File: src/pse_pkg.sv
// Shared types and constants for the postfix stack evaluator.
// No dependencies; imported by every module in src.
package pse_pkg;

    localparam int STACK_DEPTH = 16;
    localparam int DATA_WIDTH  = 32;
    localparam int CNT_W       = $clog2(STACK_DEPTH + 1);
    localparam int IDX_W       = $clog2(STACK_DEPTH);
    localparam int FUNC_W      = 3;
    localparam int VALUE_W     = 31;
    localparam int TOP_W       = 32;
    localparam int DEPTH_OUT_W = 5;

    localparam logic [FUNC_W-1:0] FN_NUM = 3'd0;
    localparam logic [FUNC_W-1:0] FN_ADD = 3'd1;
    localparam logic [FUNC_W-1:0] FN_SUB = 3'd2;
    localparam logic [FUNC_W-1:0] FN_MUL = 3'd3;
    localparam logic [FUNC_W-1:0] FN_DIV = 3'd4;

    typedef enum logic [2:0] {
        TK_NUM,
        TK_ADD,
        TK_SUB,
        TK_MUL,
        TK_DIV,
        TK_NOP
    } tok_kind_t;

    typedef struct packed {
        tok_kind_t             kind;
        logic [DATA_WIDTH-1:0] value;
        logic                  last;
    } token_t;

    typedef enum logic {
        BK_IDLE,
        BK_DIV
    } back_state_t;

endpackage

File: src/postfix_stack_evaluator_unit.sv
// Postfix / prefix expression evaluator over a 16-entry operand stack.
//
// Input channel s_*: one token per beat (s_func, s_operand_value, s_last).
// Result channel m_*: exactly one result beat per token, in token order,
// giving the stack top and depth after the token plus status flags.
// cfg_we / cfg_wdata write the operand order (0 postfix, 1 prefix); write it
// only while no token is in flight.
//
// Tokens pass a decode register and a two-entry queue before execution.
// Number, add, subtract, multiply, unknown and divide-by-zero tokens execute
// without the divider, so a stream of them sustains one token per cycle
// while m_ready keeps the results flowing. A divide with a nonzero divisor
// runs the bit-serial divider; the stack top is needed by the next token,
// so execution waits for the quotient.
// Reset (aresetn low at a clock edge) empties the stack, drops all tokens
// in flight and sets postfix order. If m_ready stays low, one result is
// held in the output register, the queue and decode register fill up and
// then s_ready drops.
// Depends on pse_pkg, pse_front, pse_fifo, pse_back (and pse_div).
module postfix_stack_evaluator_unit
    import pse_pkg::*;
(
    input  logic                    aclk,
    input  logic                    aresetn,
    input  logic                    cfg_we,
    input  logic                    cfg_wdata,
    input  logic                    s_valid,
    output logic                    s_ready,
    input  logic [FUNC_W-1:0]       s_func,
    input  logic [VALUE_W-1:0]      s_operand_value,
    input  logic                    s_last,
    output logic                    m_valid,
    input  logic                    m_ready,
    output logic signed [TOP_W-1:0] m_top_value,
    output logic [DEPTH_OUT_W-1:0]  m_stack_depth,
    output logic                    m_underflow,
    output logic                    m_overflow,
    output logic                    m_divide_by_zero,
    output logic                    m_answer_valid
);

    logic   fr_valid, fr_ready;
    token_t fr_tok;
    logic   q_valid, q_ready;
    token_t q_tok;

    pse_front u_front (
        .aclk            (aclk),
        .aresetn         (aresetn),
        .s_valid         (s_valid),
        .s_ready         (s_ready),
        .s_func          (s_func),
        .s_operand_value (s_operand_value),
        .s_last          (s_last),
        .tok_valid       (fr_valid),
        .tok_ready       (fr_ready),
        .tok             (fr_tok)
    );

    pse_fifo u_fifo (
        .aclk     (aclk),
        .aresetn  (aresetn),
        .wr_valid (fr_valid),
        .wr_ready (fr_ready),
        .wr_data  (fr_tok),
        .rd_valid (q_valid),
        .rd_ready (q_ready),
        .rd_data  (q_tok)
    );

    pse_back u_back (
        .aclk             (aclk),
        .aresetn          (aresetn),
        .cfg_we           (cfg_we),
        .cfg_wdata        (cfg_wdata),
        .tok_valid        (q_valid),
        .tok_ready        (q_ready),
        .tok              (q_tok),
        .m_valid          (m_valid),
        .m_ready          (m_ready),
        .m_top_value      (m_top_value),
        .m_stack_depth    (m_stack_depth),
        .m_underflow      (m_underflow),
        .m_overflow       (m_overflow),
        .m_divide_by_zero (m_divide_by_zero),
        .m_answer_valid   (m_answer_valid)
    );

endmodule

File: src/pse_front.sv
// Front end: takes input beats, decodes the token kind and holds one token
// until the queue takes it. Depends on pse_pkg.
module pse_front
    import pse_pkg::*;
(
    input  logic               aclk,
    input  logic               aresetn,
    input  logic               s_valid,
    output logic               s_ready,
    input  logic [FUNC_W-1:0]  s_func,
    input  logic [VALUE_W-1:0] s_operand_value,
    input  logic               s_last,
    output logic               tok_valid,
    input  logic               tok_ready,
    output token_t             tok
);

    logic      valid_reg;
    token_t    tok_reg;
    tok_kind_t kind_dec;

    always_comb begin
        case (s_func)
            FN_NUM:  kind_dec = TK_NUM;
            FN_ADD:  kind_dec = TK_ADD;
            FN_SUB:  kind_dec = TK_SUB;
            FN_MUL:  kind_dec = TK_MUL;
            FN_DIV:  kind_dec = TK_DIV;
            default: kind_dec = TK_NOP;
        endcase
    end

    assign s_ready   = !valid_reg || tok_ready;
    assign tok_valid = valid_reg;
    assign tok       = tok_reg;

    always_ff @(posedge aclk) begin
        if (!aresetn) begin
            valid_reg <= 1'b0;
        end else if (s_valid && s_ready) begin
            valid_reg <= 1'b1;
        end else if (tok_ready) begin
            valid_reg <= 1'b0;
        end
    end

    always_ff @(posedge aclk) begin
        if (s_valid && s_ready) begin
            tok_reg.kind  <= kind_dec;
            tok_reg.value <= DATA_WIDTH'(s_operand_value);
            tok_reg.last  <= s_last;
        end
    end

endmodule

File: src/pse_fifo.sv
// Two-entry token queue between the front end and the execution back end.
// Depends on pse_pkg.
module pse_fifo
    import pse_pkg::*;
(
    input  logic   aclk,
    input  logic   aresetn,
    input  logic   wr_valid,
    output logic   wr_ready,
    input  token_t wr_data,
    output logic   rd_valid,
    input  logic   rd_ready,
    output token_t rd_data
);

    token_t     mem [2];
    logic       wr_ptr_reg;
    logic       rd_ptr_reg;
    logic [1:0] count_reg;
    logic       do_wr;
    logic       do_rd;

    assign wr_ready = (count_reg != 2'd2);
    assign rd_valid = (count_reg != 2'd0);
    assign rd_data  = mem[rd_ptr_reg];
    assign do_wr    = wr_valid && wr_ready;
    assign do_rd    = rd_valid && rd_ready;

    always_ff @(posedge aclk) begin
        if (!aresetn) begin
            wr_ptr_reg <= 1'b0;
            rd_ptr_reg <= 1'b0;
            count_reg  <= 2'd0;
        end else begin
            if (do_wr) begin
                wr_ptr_reg <= !wr_ptr_reg;
            end
            if (do_rd) begin
                rd_ptr_reg <= !rd_ptr_reg;
            end
            if (do_wr && !do_rd) begin
                count_reg <= count_reg + 2'd1;
            end else if (do_rd && !do_wr) begin
                count_reg <= count_reg - 2'd1;
            end
        end
    end

    always_ff @(posedge aclk) begin
        if (do_wr) begin
            mem[wr_ptr_reg] <= wr_data;
        end
    end

endmodule

File: src/pse_div.sv
// Iterative signed divider, one quotient bit per cycle, truncating toward zero.
// Depends on pse_pkg.
module pse_div
    import pse_pkg::*;
(
    input  logic                  aclk,
    input  logic                  aresetn,
    input  logic                  start,
    input  logic [DATA_WIDTH-1:0] dividend,
    input  logic [DATA_WIDTH-1:0] divisor,
    output logic                  busy,
    output logic                  done,
    output logic [DATA_WIDTH-1:0] quotient
);

    localparam int STEP_W = $clog2(DATA_WIDTH + 1);

    logic                  busy_reg;
    logic                  done_reg;
    logic [STEP_W-1:0]     step_reg;
    logic                  neg_reg;
    logic [DATA_WIDTH-1:0] rem_reg;
    logic [DATA_WIDTH-1:0] quo_reg;
    logic [DATA_WIDTH-1:0] mag_b_reg;
    logic [DATA_WIDTH:0]   rem_sh;
    logic [DATA_WIDTH:0]   diff;
    logic                  na;
    logic                  nb;

    assign na     = dividend[DATA_WIDTH-1];
    assign nb     = divisor[DATA_WIDTH-1];
    assign rem_sh = {rem_reg, quo_reg[DATA_WIDTH-1]};
    assign diff   = rem_sh - {1'b0, mag_b_reg};

    assign busy     = busy_reg;
    assign done     = done_reg;
    assign quotient = neg_reg ? (DATA_WIDTH'(0) - quo_reg) : quo_reg;

    always_ff @(posedge aclk) begin
        if (!aresetn) begin
            busy_reg <= 1'b0;
            done_reg <= 1'b0;
            step_reg <= '0;
        end else if (start) begin
            busy_reg <= 1'b1;
            done_reg <= 1'b0;
            step_reg <= STEP_W'(DATA_WIDTH);
        end else if (busy_reg) begin
            step_reg <= step_reg - STEP_W'(1);
            if (step_reg == STEP_W'(1)) begin
                busy_reg <= 1'b0;
                done_reg <= 1'b1;
            end
        end
    end

    // magnitudes are taken as unsigned, so the most negative value still works
    always_ff @(posedge aclk) begin
        if (start) begin
            neg_reg   <= na ^ nb;
            rem_reg   <= '0;
            quo_reg   <= na ? (DATA_WIDTH'(0) - dividend) : dividend;
            mag_b_reg <= nb ? (DATA_WIDTH'(0) - divisor) : divisor;
        end else if (busy_reg) begin
            rem_reg <= diff[DATA_WIDTH] ? rem_sh[DATA_WIDTH-1:0] : diff[DATA_WIDTH-1:0];
            quo_reg <= {quo_reg[DATA_WIDTH-2:0], !diff[DATA_WIDTH]};
        end
    end

endmodule

File: src/pse_back.sv
// Execution back end: operand stack, ALU, divider control and result register.
// Depends on pse_pkg and pse_div.
module pse_back
    import pse_pkg::*;
(
    input  logic                    aclk,
    input  logic                    aresetn,
    input  logic                    cfg_we,
    input  logic                    cfg_wdata,
    input  logic                    tok_valid,
    output logic                    tok_ready,
    input  token_t                  tok,
    output logic                    m_valid,
    input  logic                    m_ready,
    output logic signed [TOP_W-1:0] m_top_value,
    output logic [DEPTH_OUT_W-1:0]  m_stack_depth,
    output logic                    m_underflow,
    output logic                    m_overflow,
    output logic                    m_divide_by_zero,
    output logic                    m_answer_valid
);

    localparam logic [DATA_WIDTH-1:0] ALL_ONES = '1;

    back_state_t           st_reg, st_next;
    logic                  order_reg;
    logic [CNT_W-1:0]      count_reg, count_next;
    logic [DATA_WIDTH-1:0] top_reg, top_next;
    logic [DATA_WIDTH-1:0] stack_mem [STACK_DEPTH];

    logic                  pend_under_reg, pend_under_next;
    logic                  pend_last_reg, pend_last_next;

    logic                  out_valid_reg;
    logic [DATA_WIDTH-1:0] out_top_reg;
    logic [CNT_W-1:0]      out_depth_reg;
    logic                  out_under_reg;
    logic                  out_over_reg;
    logic                  out_dz_reg;
    logic                  out_ans_reg;

    logic                  out_free;
    logic                  load_out;
    logic                  wr_en;
    logic [IDX_W-1:0]      wr_idx;
    logic [DATA_WIDTH-1:0] wr_data;
    logic [CNT_W-1:0]      cnt_op;
    logic [DATA_WIDTH-1:0] top_op;
    logic                  last_op;
    logic                  o_under, o_over, o_dz;

    logic                  has_two;
    logic [DATA_WIDTH-1:0] first_v, second_v, lhs, rhs, alu_res;
    logic                  div_start, div_busy, div_done;
    logic [DATA_WIDTH-1:0] div_q;

    assign has_two  = (count_reg >= CNT_W'(2));
    assign first_v  = (count_reg == '0) ? ALL_ONES : top_reg;
    assign second_v = has_two ? stack_mem[IDX_W'(count_reg - CNT_W'(2))] : ALL_ONES;
    assign lhs      = order_reg ? first_v : second_v;
    assign rhs      = order_reg ? second_v : first_v;
    assign out_free = !out_valid_reg || m_ready;

    always_comb begin
        case (tok.kind)
            TK_ADD:  alu_res = lhs + rhs;
            TK_SUB:  alu_res = lhs - rhs;
            TK_MUL:  alu_res = lhs * rhs;
            default: alu_res = ALL_ONES; // divide by zero
        endcase
    end

    pse_div u_div (
        .aclk     (aclk),
        .aresetn  (aresetn),
        .start    (div_start),
        .dividend (lhs),
        .divisor  (rhs),
        .busy     (div_busy),
        .done     (div_done),
        .quotient (div_q)
    );

    always_comb begin
        st_next         = st_reg;
        tok_ready       = 1'b0;
        div_start       = 1'b0;
        load_out        = 1'b0;
        wr_en           = 1'b0;
        wr_idx          = IDX_W'(count_reg);
        wr_data         = tok.value;
        cnt_op          = count_reg;
        top_op          = top_reg;
        last_op         = tok.last;
        o_under         = 1'b0;
        o_over          = 1'b0;
        o_dz            = 1'b0;
        pend_under_next = pend_under_reg;
        pend_last_next  = pend_last_reg;
        count_next      = count_reg;
        top_next        = top_reg;

        case (st_reg)
            BK_IDLE: begin
                if (tok_valid && out_free) begin
                    tok_ready = 1'b1;
                    case (tok.kind)
                        TK_NUM: begin
                            load_out = 1'b1;
                            if (count_reg == CNT_W'(STACK_DEPTH)) begin
                                o_over = 1'b1;
                            end else begin
                                wr_en  = 1'b1;
                                cnt_op = count_reg + CNT_W'(1);
                                top_op = tok.value;
                            end
                        end
                        TK_ADD, TK_SUB, TK_MUL, TK_DIV: begin
                            if (tok.kind == TK_DIV && rhs != '0) begin
                                // pop both now, push the quotient when it is ready
                                div_start       = 1'b1;
                                pend_under_next = !has_two;
                                pend_last_next  = tok.last;
                                count_next      = has_two ? count_reg - CNT_W'(2) : '0;
                                st_next         = BK_DIV;
                            end else begin
                                load_out = 1'b1;
                                o_under  = !has_two;
                                o_dz     = (tok.kind == TK_DIV);
                                wr_en    = 1'b1;
                                wr_idx   = has_two ? IDX_W'(count_reg - CNT_W'(2)) : '0;
                                wr_data  = alu_res;
                                cnt_op   = has_two ? count_reg - CNT_W'(1) : CNT_W'(1);
                                top_op   = alu_res;
                            end
                        end
                        default: begin
                            load_out = 1'b1;
                        end
                    endcase
                end
            end
            BK_DIV: begin
                last_op = pend_last_reg;
                o_under = pend_under_reg;
                if (div_done && out_free) begin
                    load_out = 1'b1;
                    wr_en    = 1'b1;
                    wr_data  = div_q;
                    cnt_op   = count_reg + CNT_W'(1);
                    top_op   = div_q;
                    st_next  = BK_IDLE;
                end
            end
            default: begin
                st_next = BK_IDLE;
            end
        endcase

        if (load_out) begin
            count_next = last_op ? '0 : cnt_op;
            top_next   = top_op;
        end
    end

    always_ff @(posedge aclk) begin
        if (!aresetn) begin
            st_reg        <= BK_IDLE;
            order_reg     <= 1'b0;
            count_reg     <= '0;
            out_valid_reg <= 1'b0;
        end else begin
            st_reg    <= st_next;
            count_reg <= count_next;
            if (cfg_we) begin
                order_reg <= cfg_wdata;
            end
            if (load_out) begin
                out_valid_reg <= 1'b1;
            end else if (m_ready) begin
                out_valid_reg <= 1'b0;
            end
        end
    end

    always_ff @(posedge aclk) begin
        top_reg        <= top_next;
        pend_under_reg <= pend_under_next;
        pend_last_reg  <= pend_last_next;
        if (wr_en) begin
            stack_mem[wr_idx] <= wr_data;
        end
        if (load_out) begin
            out_top_reg   <= (cnt_op == '0) ? ALL_ONES : top_op;
            out_depth_reg <= last_op ? '0 : cnt_op;
            out_under_reg <= o_under;
            out_over_reg  <= o_over;
            out_dz_reg    <= o_dz;
            out_ans_reg   <= last_op;
        end
    end

    assign m_valid          = out_valid_reg;
    assign m_top_value      = TOP_W'(signed'(out_top_reg));
    assign m_stack_depth    = DEPTH_OUT_W'(out_depth_reg);
    assign m_underflow      = out_under_reg;
    assign m_overflow       = out_over_reg;
    assign m_divide_by_zero = out_dz_reg;
    assign m_answer_valid   = out_ans_reg;

    a_count_bound: assert property (@(posedge aclk) disable iff (!aresetn)
        count_reg <= CNT_W'(STACK_DEPTH))
        else $error("stack count above depth");

    a_answer_empties: assert property (@(posedge aclk) disable iff (!aresetn)
        out_valid_reg && out_ans_reg |-> out_depth_reg == '0)
        else $error("answer beat with nonempty stack");

    a_div_running: assert property (@(posedge aclk) disable iff (!aresetn)
        st_reg == BK_DIV |-> div_busy || div_done)
        else $error("waiting on a divider that was not started");

    a_div_start_idle: assert property (@(posedge aclk) disable iff (!aresetn)
        div_start |=> st_reg == BK_DIV && div_busy)
        else $error("divider start without divide wait");

    a_flags_exclusive: assert property (@(posedge aclk) disable iff (!aresetn)
        out_valid_reg |-> !(out_over_reg && (out_under_reg || out_dz_reg)))
        else $error("push flag together with operator flag");

endmodule
File: config.mk
export PLATFORM = sky130hd
export DESIGN_NAME = postfix_stack_evaluator_unit
export DESIGN_NICKNAME = d
export VERILOG_FILES = /design/src/pse_pkg.sv /design/src/postfix_stack_evaluator_unit.sv /design/src/pse_front.sv /design/src/pse_fifo.sv /design/src/pse_div.sv /design/src/pse_back.sv
export SDC_FILE = /design/constraint.sdc
export NUM_CORES = 2
export LEC_CHECK = 0
export BUFFER_PORTS_ARGS = -buffer_cell sky130_fd_sc_hd__buf_4
export CAP_MARGIN = 30
export CORE_ASPECT_RATIO = 0.7
export CORE_UTILIZATION = 30
export CTS_CLUSTER_DIAMETER = 120
export DETAILED_ROUTE_END_ITERATION = 16
export MAX_ROUTING_LAYER = met4
export PLACE_DENSITY = 0.52
export REMOVE_ABC_BUFFERS = 1
export SYNTH_ARGS = -nofsm -noshare
export SYNTH_HDL_FRONTEND = slang
export SYNTH_SLANG_ARGS = --single-unit
export TNS_END_PERCENT = 100
File: constraint.sdc
create_clock -name aclk -period 24.4 [get_ports aclk]
set_clock_uncertainty 0.2 [all_clocks]
set_input_delay 4.88 -clock aclk [delete_from_list [all_inputs] [get_ports aclk]]
set_output_delay 4.88 -clock aclk [all_outputs]
set_load 0.03 [all_outputs]
Word level (Yosys, flattened, before mapping)
Memory sizes are Yosys's and may differ from the RTL's. A register that Yosys moved wholly into a read port is not among the register bits.
Index checks and enable logic that the tools add are counted.
{"block": "word_totals", "reg_bits": 228, "latchBits": 0, "mem_bits_rw": 582, "romBits": 0, "memories": 2}
{"memory": "u_back.stack_mem", "words": 16, "word_bits": 32, "read_ports": 1, "rd_ports_with_merged_regs": 0, "write_ports": 1, "line_no": "pse_back.sv:29", "source": "logic [DATA_WIDTH-1:0] stack_mem [STACK_DEPTH];"}
{"memory": "u_fifo.mem", "words": 2, "word_bits": 35, "read_ports": 1, "rd_ports_with_merged_regs": 1, "write_ports": 1, "line_no": "pse_fifo.sv:16", "source": "token_t mem [2];"}
{"block": "classes", "add_sub_neg": 12, "n_mul": 1, "div_mod_pow": 0, "order_cmp": 1, "n_eq_ne": 12, "shifts": 0, "muxes": 82, "n_bitwise": 6, "n_reduce_logical": 38}
{"cell": "$mux W32", "n": 17}
{"cell": "$pmux W32 S2", "n": 3}
{"cell": "$pmux W32 S3", "n": 1}
{"cell": "$sub A1 B32 Y32 const A", "n": 3}
{"cell": "$mux W5", "n": 12}
{"cell": "$sub A33 B32 Y33", "n": 1}
{"cell": "$add A32 B32 Y32", "n": 1}
{"cell": "$mul A32 B32 Y32", "n": 1}
{"cell": "$reduce_bool A32 Y1", "n": 1}
{"cell": "$sub A32 B32 Y32", "n": 1}
{"cell": "$mux W1", "n": 31}
{"cell": "$mux W31", "n": 1}
{"cell": "$mux W4", "n": 5}
{"cell": "$pmux W5 S2", "n": 2}
{"cell": "$reduce_bool A2 Y1", "n": 8}
{"cell": "$pmux W3 S5", "n": 1}
{"cell": "$eq A3 B2 Y1 const B", "n": 4}
{"cell": "$mux W6", "n": 2}
{"cell": "$logic_not A5 Y1", "n": 2}
{"cell": "$pmux W1 S2", "n": 5}
{"cell": "$logic_and A1 B1 Y1", "n": 8}
{"cell": "$logic_not A1 Y1", "n": 8}
{"cell": "$reduce_and A4 Y1", "n": 2}
{"cell": "$reduce_or A4 Y1", "n": 2}
{"cell": "other kinds (20)", "n": 30}

Logic depth before layout (Yosys ltp)
An unclocked memory read counts as a cell.
{"block": "logic_depth", "depth_word": 12, "mapped_depth": 47, "mapped_depth_nobuf": 38}

By module
From an unflattened synthesis, not the netlist that was laid out.
{"block": "unflattened", "hier_cells": 4961, "hier_area_um2": 55984.9}
{"module": "pse_back", "n_inst": 1, "cells_each": 3879, "area_per_inst_um2": 44247.4, "seq_area_each_um2": 17787.1}
{"module": "pse_div", "n_inst": 1, "cells_each": 901, "area_per_inst_um2": 7762.4, "seq_area_each_um2": 2752.6}
{"module": "pse_fifo", "n_inst": 1, "cells_each": 136, "area_per_inst_um2": 2837.7, "seq_area_each_um2": 2262.2}
{"module": "pse_front", "n_inst": 1, "cells_each": 45, "area_per_inst_um2": 1137.3, "seq_area_each_um2": 1071.0}

Least setup slack after synthesis
OpenSTA, ideal clock, no wires.
{"block": "synth_timing", "kind": "register to register", "from": "reg u_back.count_reg[1]", "to": "mem u_back.stack_mem[0][27], data pin", "setup_time_ns": 0.341, "t_arrival_ns": 11.342, "setup_slack_ns": 12.518, "path_stages_with_launch": 46, "n_path_buf": 10, "path_cell_list": "dfxtp_1 > buf_2 > buf_2 > inv_2 > buf_2 > buf_1 > ha_1 > buf_2 > xor2_2 > buf_2 > buf_2 > buf_2 > mux4_2 > nor3_1 > a21o_1 > clkbuf_1 > clkbuf_1 > nor2_1 > (+10 left out) > fa_1 > inv_1 > fa_1 > inv_1 > ha_1 > a21o_1 > a21o_1 > a21o_1 > a21o_1 > a21o_1 > nor4b_1 > nor3_1 > nor2_1 > o21ai_0 > xor2_1 > a21oi_1 > and2_1 > o31ai_1"}
{"block": "synth_between", "elab_chain_len": 10, "word_cells_on_any_way": 18}
{"element": "start, declared", "line_no": "pse_back.sv:27", "source": "logic [CNT_W-1:0] count_reg, count_next;"}
{"element": "start signal, assigned", "line_no": "pse_back.sv:174", "source": "count_reg <= count_next;"}
{"element": "$sub A5 B2 Y5", "line_no": "pse_back.sv:59", "source": "assign second_v = has_two ? stack_mem[IDX_W'(count_reg - CNT_W'(2))] : ALL_ONES;"}
{"element": "$mem_v2 Z16 W32"}
{"element": "$mux W32", "line_no": "pse_back.sv:59"}
{"element": "$mux W32, on equally long branches", "line_no": "pse_back.sv:60, pse_back.sv:61"}
{"element": "$mul A32 B32 Y32, or another cell as far along", "line_no": "pse_back.sv:68", "source": "TK_MUL: alu_res = lhs * rhs;"}
{"element": "$pmux W32 S3 / $logic_and A1 B1 Y1 (equally long branches)", "line_no": "pse_back.sv:65, pse_back.sv:119"}
{"element": "$mux W32 *", "line_no": "pse_back.sv:119", "source": "if (tok.kind == TK_DIV && rhs != '0) begin"}
{"element": "$mux W32 *", "line_no": "pse_back.sv:107", "source": "case (tok.kind)"}
{"element": "$mux W32 *", "line_no": "pse_back.sv:105", "source": "if (tok_valid && out_free) begin"}
{"element": "$pmux W32 S2 *", "line_no": "pse_back.sv:103", "source": "case (st_reg)"}
{"element": "net u_back.wr_data[27]", "line_no": "pse_back.sv:46", "source": "logic [DATA_WIDTH-1:0] wr_data;"}
{"element": "end, declared", "line_no": "pse_back.sv:29"}
Mark *: on every way through the listed nets, which the timed path passes. The rest lies on a longest branch.

Worst setup path in the final report
{"block": "layout_timing", "from": "reg u_back.count_reg[1]", "to": "mem u_back.stack_mem[12][31], data pin"}
Same word-level chain as after synthesis.

==> flow_summary_export.csv <==
group,metric,value,unit
final_layout,largest_register_ffs,512,
clock_tree,cts_post_setup_buffers_inserted,0,
synth,synth.lib_cells_used.distinct,90,
worst_setup_path,worstSetupStartpoint,"u_back.count_reg[1]$_SDFFE_PN0P_",
final_layout,area.sequential,23820,µm²
timing,setup_failing_eps_final,0,
timing,timing.fmax,0.07575,GHz
synth,synth_most_common_cell,"sky130_fd_sc_hd__edfxtp_1",
route,route.detailed.vias_per_inst,5.375,
clock_tree,ctsHoldBuffers,0,
route,totalWireLength,198100,µm
worst_setup_path,worstReg2RegStart,"u_back.count_reg[1]$_SDFFE_PN0P_",
route,drc,0,
route,highest_layer,"met4",
synth,post_synth_and_or_nand_nor_area_fraction,10.01,%
synth,synth_xor_xnor_area_share,4.323,%
hold_path,tightest_hold_check_type,"reg2reg",
final_layout,multi_input_area,28160,µm²
worst_setup_path,worst-path-max-fanout,48,
die,design.die.area,183700,µm²
clock_tree,clockBufferDepth,3,
worst_setup_path,critical_path.max_stage_delay,880,ps
synth,synth_top_family_by_area,"adder cells",
worst_setup_path,critPathSlowestCell,"sky130_fd_sc_hd__ha_4",
global_routing,grt_util_all_layers,21.98,%
die,x_dimension_of_the_die,511.8,µm
route,detailroute.wirelength.met3,24620,µm
global_routing,grt_start_max_net_pins,72,
synth,synth.cells.most_frequent,"sky130_fd_sc_hd__edfxtp_1 (757), sky130_fd_sc_hd__nor2_1 (529), sky130_fd_sc_hd__inv_1 (519)",
synth,syn-cell-area,54580,µm²
worst_setup_path,crit_family,"adder cells",
worst_setup_path,timing.reg2reg.worst_path_depth,37,
worst_setup_path,critical_path_arrival,13530,ps
timing,finalSetupTns,0,ps
route,wl_met2,76580,µm
run,maxCapViolations,0,
synth,post-synth-top-area-fraction,41.64,%
worst_setup_path,worst_setup_path_end_kind,"flop",
clock_tree,insertion_delay,700,ps
route,wl_met1,94220,µm
route,vias,39146,
final_layout,drive_above_1_share,13.12,%
worst_setup_path,reg2reg_to,"u_back.stack_mem[12][31]$_DFFE_PP_",
clock_tree,clkTransAtPathRegs,60,ps
worst_setup_path,cp_num_buf_inv,12,
timing,finalCritPeriodShare,54.10,%
synth,synth_mux_area_share,7.814,%
worst_setup_path,critPathLaunchType,"flop",
clock_tree,h-tree-depth,3,
worst_setup_path,worst_ep_required_time,24730,ps
route,drt_pass1_iterations,6,
place,io_buffer_count,83,
final_layout,synthToLayoutAreaGrowth,12.94,%
place,hpwl,145900,µm
worst_setup_path,crit_cells,37,
global_routing,grt_pass1_wl,283300,µm
worst_setup_path,cp-endpoint,"u_back.stack_mem[12][31]$_DFFE_PP_",
timing,hold_viol_final,0,
global_routing,vias_in_the_first_global_route,37589,
die,initial_core_utilization,30.31,%
clock_tree,cts_resized,0,
timing,timing.final.crit_period,13200,ps
timing,rsz0062_at_grt,"no",
route,drtIter0Drc,4858,
synth,synth.yosys.seq_area_share,43.63,%
synth,synth_largest_area_cell,"sky130_fd_sc_hd__edfxtp_1",
synth,synth-edff-count,757,
die,dieHeight,358.9,µm
global_routing,grt_antenna_before_repair,7,
clock_tree,clock_tree_from_tritoncts,"yes",
clock_tree,clock_tree.root_cell,"sky130_fd_sc_hd__clkbuf_16",
clock_tree,clkSinkCount,811,
die,floorplan.rows,130,
final_layout,final_layout_fill_cell_count,17803,
run_status,status,"finished, final reports clean",
timing,worst_margin_pin_slew,1106,ps
synth,post_synth_inst_count,4738,
synth,synth.area.top_cells,"sky130_fd_sc_hd__edfxtp_1 (42%), sky130_fd_sc_hd__fa_1 (15%), sky130_fd_sc_hd__mux4_2 (5.2%)",
place,finalWeightedCongestion,0.9990,
worst_setup_path,crit_type,"reg2reg",
synth,synth.avg_cell_area,11.52,µm²
route,drtAntennaViolNets,0,
clock_tree,cts_inserted_buffers,79,
synth,synth-warning-count,0,
die,design.core.area,180100,µm²
timing,worst_slew_margin_rel,25.83,%
synth,synth_seq_cells,811,
synth,postSynth.topFlopCell,"sky130_fd_sc_hd__edfxtp_1",
die,io_pins,84,
route,drt-wirelength-per-cell,27.20,µm
global_routing,congestion_overflow_gr,0,
synth,compound_cell_area_share_of_the_yosys_netlist,9.121,%
synth,synth-adder-area-share,19.62,%
worst_setup_path,ff2ff_setup_slack,11200,ps
final_layout,final_nets,5491,
timing,drv_slew,0,
synth,ys_async_sr_fraction,0,%
==> cells by family after synthesis <==
logic type	count (synthesis)
adder cells (fa/ha/maj)	610
flip-flops	811
XOR/XNOR	267
buffers and inverters	774
AND/OR/NAND/NOR	1232
AO/OA/AOI/OAI	780
multiplexers	264
==> how the worst min path moves through the flow <==
stage | from | end | slack (ps) | depth (start not counted)
2_1_floorplan | u_front.tok[0]$_DFFE_PP_ | u_fifo.mem[0][0]$_DFFE_PP_ | 220 | 0
3_3_place_gp | u_front.tok[4]$_DFFE_PP_ | u_fifo.mem[1][4]$_DFFE_PP_ | 220 | 0
3_5_place_dp | u_front.tok[21]$_DFFE_PP_ | u_fifo.mem[1][21]$_DFFE_PP_ | 230 | 0
4_1_cts | u_front.tok[28]$_DFFE_PP_ | u_fifo.mem[1][28]$_DFFE_PP_ | 240 | 0
5_1_grt | u_front.tok[22]$_DFFE_PP_ | u_fifo.mem[1][22]$_DFFE_PP_ | 250 | 0
6_report | u_front.tok[28]$_DFFE_PP_ | u_fifo.mem[1][28]$_DFFE_PP_ | 240 | 0
==> worst reg2reg max path: cells and delay by family, from the launching register on <==
kind            cells  cell delay, ps
fa+ha+maj          10            4820
compound gates     10            2170
xor+xnor            1             520
simple gates        3            1060
buf+inv            12            3020
mux                 1             540
flops               1             710
==> metrics by stage <==
step	hold WS, ps	cell area (µm²)	std cells	utilization (%)	worst slack (ps)
2_1_floorplan	221.5	53590	4497	-	7493
3_3_place_gp	221.8	58860	7124	32.69	11720
3_5_place_dp	229.0	58900	7130	32.71	11590
4_1_cts	243.2	61560	7273	34.19	11490
5_1_grt	249.1	61640	7281	34.23	10950
6_report	241.8	61650	7283	34.24	11200
==> routing by layer <==
metal / GRT usage [%] / vias to the layer above
met5: - / -
met4: 2.959 / 0
met3: 7.206 / 190
met2: 28.07 / 2100
met1: 33.59 / 20211
li1: - / 16645
==> layout by cell type (no fill, tap or decap), types with 92 or more instances in the layout <==
master,count
sky130_fd_sc_hd__a21oi_1,191
sky130_fd_sc_hd__buf_4,256
sky130_fd_sc_hd__edfxtp_1,757
sky130_fd_sc_hd__fa_1,410
sky130_fd_sc_hd__ha_1,199
sky130_fd_sc_hd__inv_1,518
sky130_fd_sc_hd__mux2i_1,110
sky130_fd_sc_hd__mux4_2,127
sky130_fd_sc_hd__nand2_1,360
sky130_fd_sc_hd__nand2b_1,92
sky130_fd_sc_hd__nor2_1,508
sky130_fd_sc_hd__o21ai_0,192
sky130_fd_sc_hd__xnor2_1,171
sky130_fd_sc_hd__xor2_1,92
==> final cells by class <==
type                       count  area share [%]
tap                         2376           4.822
clock buffer                  95           3.389
multi-input combinational   3153           45.68
antenna                        5         0.02030
inverter                     533           3.249
timing repair buffer         262           3.274
clock inverter                48          0.9214
sequential                   811           38.65
Power is not shown: default switching activity piles up to over one toggle a cycle in this logic, so the estimate is an artifact.
